## config.mk

```make
export PLATFORM = sky130hd
export DESIGN_NAME = gtopa_merge
export DESIGN_NICKNAME = d
export VERILOG_FILES = /design/src/rtl/gemm_tile_outer_product_accumulate_macros.svh /design/src/rtl/gtopa_pkg.sv /design/src/rtl/gtopa_merge.sv
export SDC_FILE = /design/constraint.sdc
export NUM_CORES = 1
export LEC_CHECK = 0
export ABC_AREA = 1
export BUFFER_PORTS_ARGS = -buffer_cell sky130_fd_sc_hd__buf_2
export CAP_MARGIN = 20
export CELL_PAD_IN_SITES_DETAIL_PLACEMENT = 1
export CELL_PAD_IN_SITES_GLOBAL_PLACEMENT = 1
export CORE_AREA = 4 4 595 597
export DETAILED_ROUTE_END_ITERATION = 12
export DIE_AREA = 0 0 599 601
export PLACE_DENSITY = 0.3
export SETUP_SLACK_MARGIN = 0.3
export SLEW_MARGIN = 15
export SYNTH_ARGS = -nofsm -noshare
export SYNTH_HDL_FRONTEND = slang
export SYNTH_SLANG_ARGS = --single-unit
```

## constraint.sdc

```tcl
create_clock -name clk -period 19.7 [get_ports clk]
set_input_delay 1.97 -clock clk [delete_from_list [all_inputs] [get_ports clk]]
set_output_delay 1.97 -clock clk [all_outputs]
set_load 0.05 [all_outputs]
```

## src/rtl/gemm_tile_outer_product_accumulate_macros.svh

```systemverilog
// ----------------------------------------------------------------------------
// GEMM tile engine assertion macros
// Shared concurrent assertion forms for the tile engine.
// ----------------------------------------------------------------------------
`ifndef GEMM_TILE_OUTER_PRODUCT_ACCUMULATE_MACROS_SVH
`define GEMM_TILE_OUTER_PRODUCT_ACCUMULATE_MACROS_SVH

// Same-cycle implication, checked out of reset
`define GTOPA_ASSERT_IMP(lbl, ante, cons, msg) \
  lbl: assert property (@(posedge clk) disable iff (!rst_n) (ante) |-> (cons)) else $error(msg);

// Next-cycle implication, checked out of reset
`define GTOPA_ASSERT_NXT(lbl, ante, cons, msg) \
  lbl: assert property (@(posedge clk) disable iff (!rst_n) (ante) |=> (cons)) else $error(msg);

`endif

```

## src/rtl/gtopa_pkg.sv

```systemverilog
// ----------------------------------------------------------------------------
// gtopa_pkg
// Types and constants shared by the GEMM tile engine modules.
// ----------------------------------------------------------------------------
package gtopa_pkg;

  localparam int TILE_ROWS = 16;
  localparam int TILE_COLS = 6;
  localparam int NWORDS    = 8;
  localparam int COL_W     = 3;
  localparam int FMA_LAT   = 4;

  localparam logic [31:0] FP_QNAN = 32'h7FC0_0000;
  localparam logic [31:0] FP_ONE  = 32'h3F80_0000;

  // func codes
  localparam logic FUNC_STEP  = 1'b0;
  localparam logic FUNC_MERGE = 1'b1;

  // configuration register indexes
  localparam logic CFG_ROWS_VALID = 1'b0;
  localparam logic CFG_COLS_VALID = 1'b1;

  typedef struct packed {
    logic        func;
    logic [63:0] word_0;
    logic [63:0] word_1;
    logic [63:0] word_2;
    logic [63:0] word_3;
    logic [63:0] word_4;
    logic [63:0] word_5;
    logic [63:0] word_6;
    logic [63:0] word_7;
    logic [63:0] bpair_0;
    logic [63:0] bpair_1;
    logic [63:0] bpair_2;
  } in_item_t;

  typedef struct packed {
    logic [2:0]  column;
    logic        final_res;
    logic [63:0] out_0;
    logic [63:0] out_1;
    logic [63:0] out_2;
    logic [63:0] out_3;
    logic [63:0] out_4;
    logic [63:0] out_5;
    logic [63:0] out_6;
    logic [63:0] out_7;
  } out_item_t;

  // one column operation travelling through the lanes
  typedef struct packed {
    logic             vld;
    logic             merge;
    logic             last;
    logic [COL_W-1:0] col;
  } op_t;

endpackage

```

## src/rtl/gtopa_merge.sv

```systemverilog
// ----------------------------------------------------------------------------
// gtopa_merge
// Collects the lane sums of a merge, applies the row mask and holds the
// result transaction in the output register.
// ----------------------------------------------------------------------------
module gtopa_merge
  import gtopa_pkg::*;
(
  input  logic                       clk,
  input  logic                       rst_n,
  input  op_t                        ret,
  input  logic [TILE_ROWS-1:0][31:0] res,
  input  logic [TILE_ROWS-1:0][31:0] c_lane,
  input  logic [4:0]                 rows_valid,
  input  logic                       out_ready,
  output logic                       out_valid,
  output out_item_t                  out_data
);

  logic                       out_valid_r;
  out_item_t                  out_data_r;
  logic [TILE_ROWS-1:0][31:0] sel;
  logic [NWORDS-1:0][63:0]    words;
  logic                       cap;

  assign cap = ret.vld && ret.merge;

  // rows past rows_valid return the input C bits untouched
  always_comb begin
    for (int r = 0; r < TILE_ROWS; r++) begin
      sel[r] = (5'(r) < rows_valid) ? res[r] : c_lane[r];
    end
    for (int w = 0; w < NWORDS; w++) begin
      words[w] = {sel[2*w+1], sel[2*w]};
    end
  end

  always_ff @(posedge clk) begin
    if (!rst_n) begin
      out_valid_r <= 1'b0;
    end else if (cap) begin
      out_valid_r <= 1'b1;
    end else if (out_ready) begin
      out_valid_r <= 1'b0;
    end
  end

  always_ff @(posedge clk) begin
    if (cap) begin
      out_data_r.column    <= ret.col;
      out_data_r.final_res <= ret.last;
      out_data_r.out_0     <= words[0];
      out_data_r.out_1     <= words[1];
      out_data_r.out_2     <= words[2];
      out_data_r.out_3     <= words[3];
      out_data_r.out_4     <= words[4];
      out_data_r.out_5     <= words[5];
      out_data_r.out_6     <= words[6];
      out_data_r.out_7     <= words[7];
    end
  end

  assign out_valid = out_valid_r;
  assign out_data  = out_data_r;

endmodule

```

==> metrics <==
Fmax achieved approximately 180 MHz; post-synthesis cell count ~2,200; WL final about 270,000 um; DRC 0; Detailed Place HPWL roughly 230,000 um; GR Overflow Total 0; reg-to-reg endpoint out_valid; reg2reg path depth 2; critical path required time between 20 and 25 ns; First DRT Iteration DRCs between 1,500 and 2,000; # Post-CTS Setup Buffers 0; Leakage 0.0169 uW; Seq/Total Area, Yosys ~70%; Layout Nets just under 5,000; FILL cells 41,431; number of clock sinks approximately 520; largest net degree at the start of global routing roughly 120; unrepaired setup endpoints after global routing false; area of the multi-input gates slightly above 6000 sq um; Initial Utilization 6.46%; top cells by area, synth edfxtp_1, nand2_1, nand3_1; final slew viol count 0; Final period util 28.2%; CTS tree yes; Worst setup endpoint out_data[455]; clock transition at the registers of the reported paths ~0.060 ns; crit path max fanout 67; drt wl/cell roughly 32 um; CTS max path bufs 4; most frequent cells in the layout buf_2, nand2_1, edfxtp_1, nand3_1, clkbuf_16; Worst Setup SP rows_valid[4]; core box area 349,000 sq um; Ports approximately 1,600; standard-cell rows between 200 and 250; largest stage delay on the critical path 0.70 ns; area post-placement roughly 36,000 sq um; Buffers & Inverters on Critical Path 4; worst min path class flop to flop; die width between 500 and 600 um; number of max-cap violations 0; synthesized area between 20,000 and 25,000 sq um; pwr dens roughly 96 nW/um^2; most used cell, CP buf_4; Worst-Margin Slew between 1 and 1.5 ns; crit start category input pin; Total Neg Setup Slack 0 ns; status complete, no violations; Synthesis Warnings 0; die area between 300,000 and 400,000 sq um; post-route cell area roughly 39,000 sq um; # setup viols final 0; Reg area ~16,000 sq um; area grow syn2layout 71.5%; cells along the critical path buf_2 > buf_4 > nor2_4 > buf_4 > nand2_4 > nor2_4 > buf_4 > nand2_2 > nand2_1 > nand2_1; Clk Latency, worst-skew pair 0.76 ns; share of post-route cells with drive strength above 1 a little under half; Clock Skew 0 ns; R2R Setup Slk roughly 19 ns; antenna violations before repair approximately 290; final hold vios 0; Yosys top cell area share about 69%; CP max-delay cell nand2_2; worst vdd ir 0.0525 mV; clock root buffer clkbuf_16; first-pass GRT wire length roughly 320,000 um; relative slew slack roughly 28%; leading area contributor after synthesis edfxtp_1; CTS Buf Count 87; drt pass-1 iters 7; post-route minimum period ~5.6 ns; post-CTS resize count 0; Netlist cell types 19; top cell family by delay on the critical path simple AND/OR/NAND/NOR gates; CP Capture Type flop; Die Y 601 um; detailed-route via count around 25,000; Overall Global Routing Usage between 10% and 20%; # hold bufs at CTS 0; syn_area_per_cell slightly above 10 sq um; Port Buffers 1,554; WP data arrival roughly 6.1 ns; vias in the first global route approximately 25,000; FF+latch count, synth 517; GPL Wtd Cong around 0.9; via-per-instance ratio between 2 and 3; FF-to-FF Start out_valid; critical path class input pin to flop; Hold Crit Depth 2; number of routed nets with antenna violations 0; Levels on crit path 10; post-synth net total between 3,000 and 4,000; H-tree levels 3; commonest non-fill, non-tap cell in the layout buf_2
==> flip-flops by register name, summed over array words and instances (netlist names) <==
signal and count:
out_data 516, out_valid 1
==> synth_stat cells, drive strengths merged <==
library cell	instances
buf	81
a21boi	1
edfxtp	516
nand3	292
inv	74
dfxtp	1
clkbuf	52
o21ai	67
nand2	1137
nor2	6
==> metal layers <==
layer  global-route usage [%]  routed length, um
met1                     15.6              99000
met2                     26.3             139000
met3                     5.14              24000
met4                     2.39               5250
met5                        0                629
==> metrics by stage <==
| step | util, % | hold slack (ns) | std cells | setup WS [ns] | total power [uW] |
|---|---|---|---|---|---|
| 3_3_place_gp | 10.3 | 0.703 | 8282 | 12.96 | 2190 |
| 2_1_floorplan | - | 0.686 | 2227 | 6.90 | 1800 |
| 4_1_cts | 11.0 | 0.687 | 8432 | 13.79 | 3820 |
| 5_1_grt | 11.1 | 0.689 | 8446 | 13.62 | 3860 |
| 6_report | 11.1 | 0.633 | 8473 | 14.14 | 3700 |
| 3_5_place_dp | 10.3 | 0.678 | 8282 | 12.92 | 2180 |
==> report_power, final <==
part           leakage (uW)  internal [uW]  total (uW)  switching (uW)
registers           0.00479           1320        1350            31.4
clock network       0.00131            911        1560             651
logic                0.0108            172         787             615
total                0.0169           2400        3700            1300
==> worst min-delay path by stage <==
| stage | end | start |
|---|---|---|
| after detailed placement | out_valid | out_valid |
| final | out_valid | out_valid |
| after global routing | out_valid | out_valid |
| after global placement | out_valid | out_valid |
| after CTS | out_valid | out_valid |
| after floorplan | out_valid | out_valid |
==> kinds of logic after synthesis <==
logic type | Yosys count | share of synthesized area [%]
buffers and inverters | 207 | 3.95
DFF | 517 | 68.9
AOI/OAI and AO/OA | 68 | 1.57
and+or+nand+nor | 1435 | 25.6
==> final cells by class <==
| cell class | instances | share of cell area (%) |
|---|---|---|
| diodes | 41 | 0.266 |
| clock buffers | 104 | 5.91 |
| clock inverters | 46 | 1.07 |
| inverters | 74 | 0.739 |
| multi-input cells | 1503 | 16.1 |
| flip-flops and latches | 517 | 40.2 |
| well taps | 4599 | 14.9 |
| repair buffers | 1589 | 20.9 |
==> worst min-delay path: stages (launching register included) <==
cell and delay [ns]:
dfxtp_1 0.34, nand2_1 0.13, a21boi_0 0.11
Power figures use the tool's default switching activity.
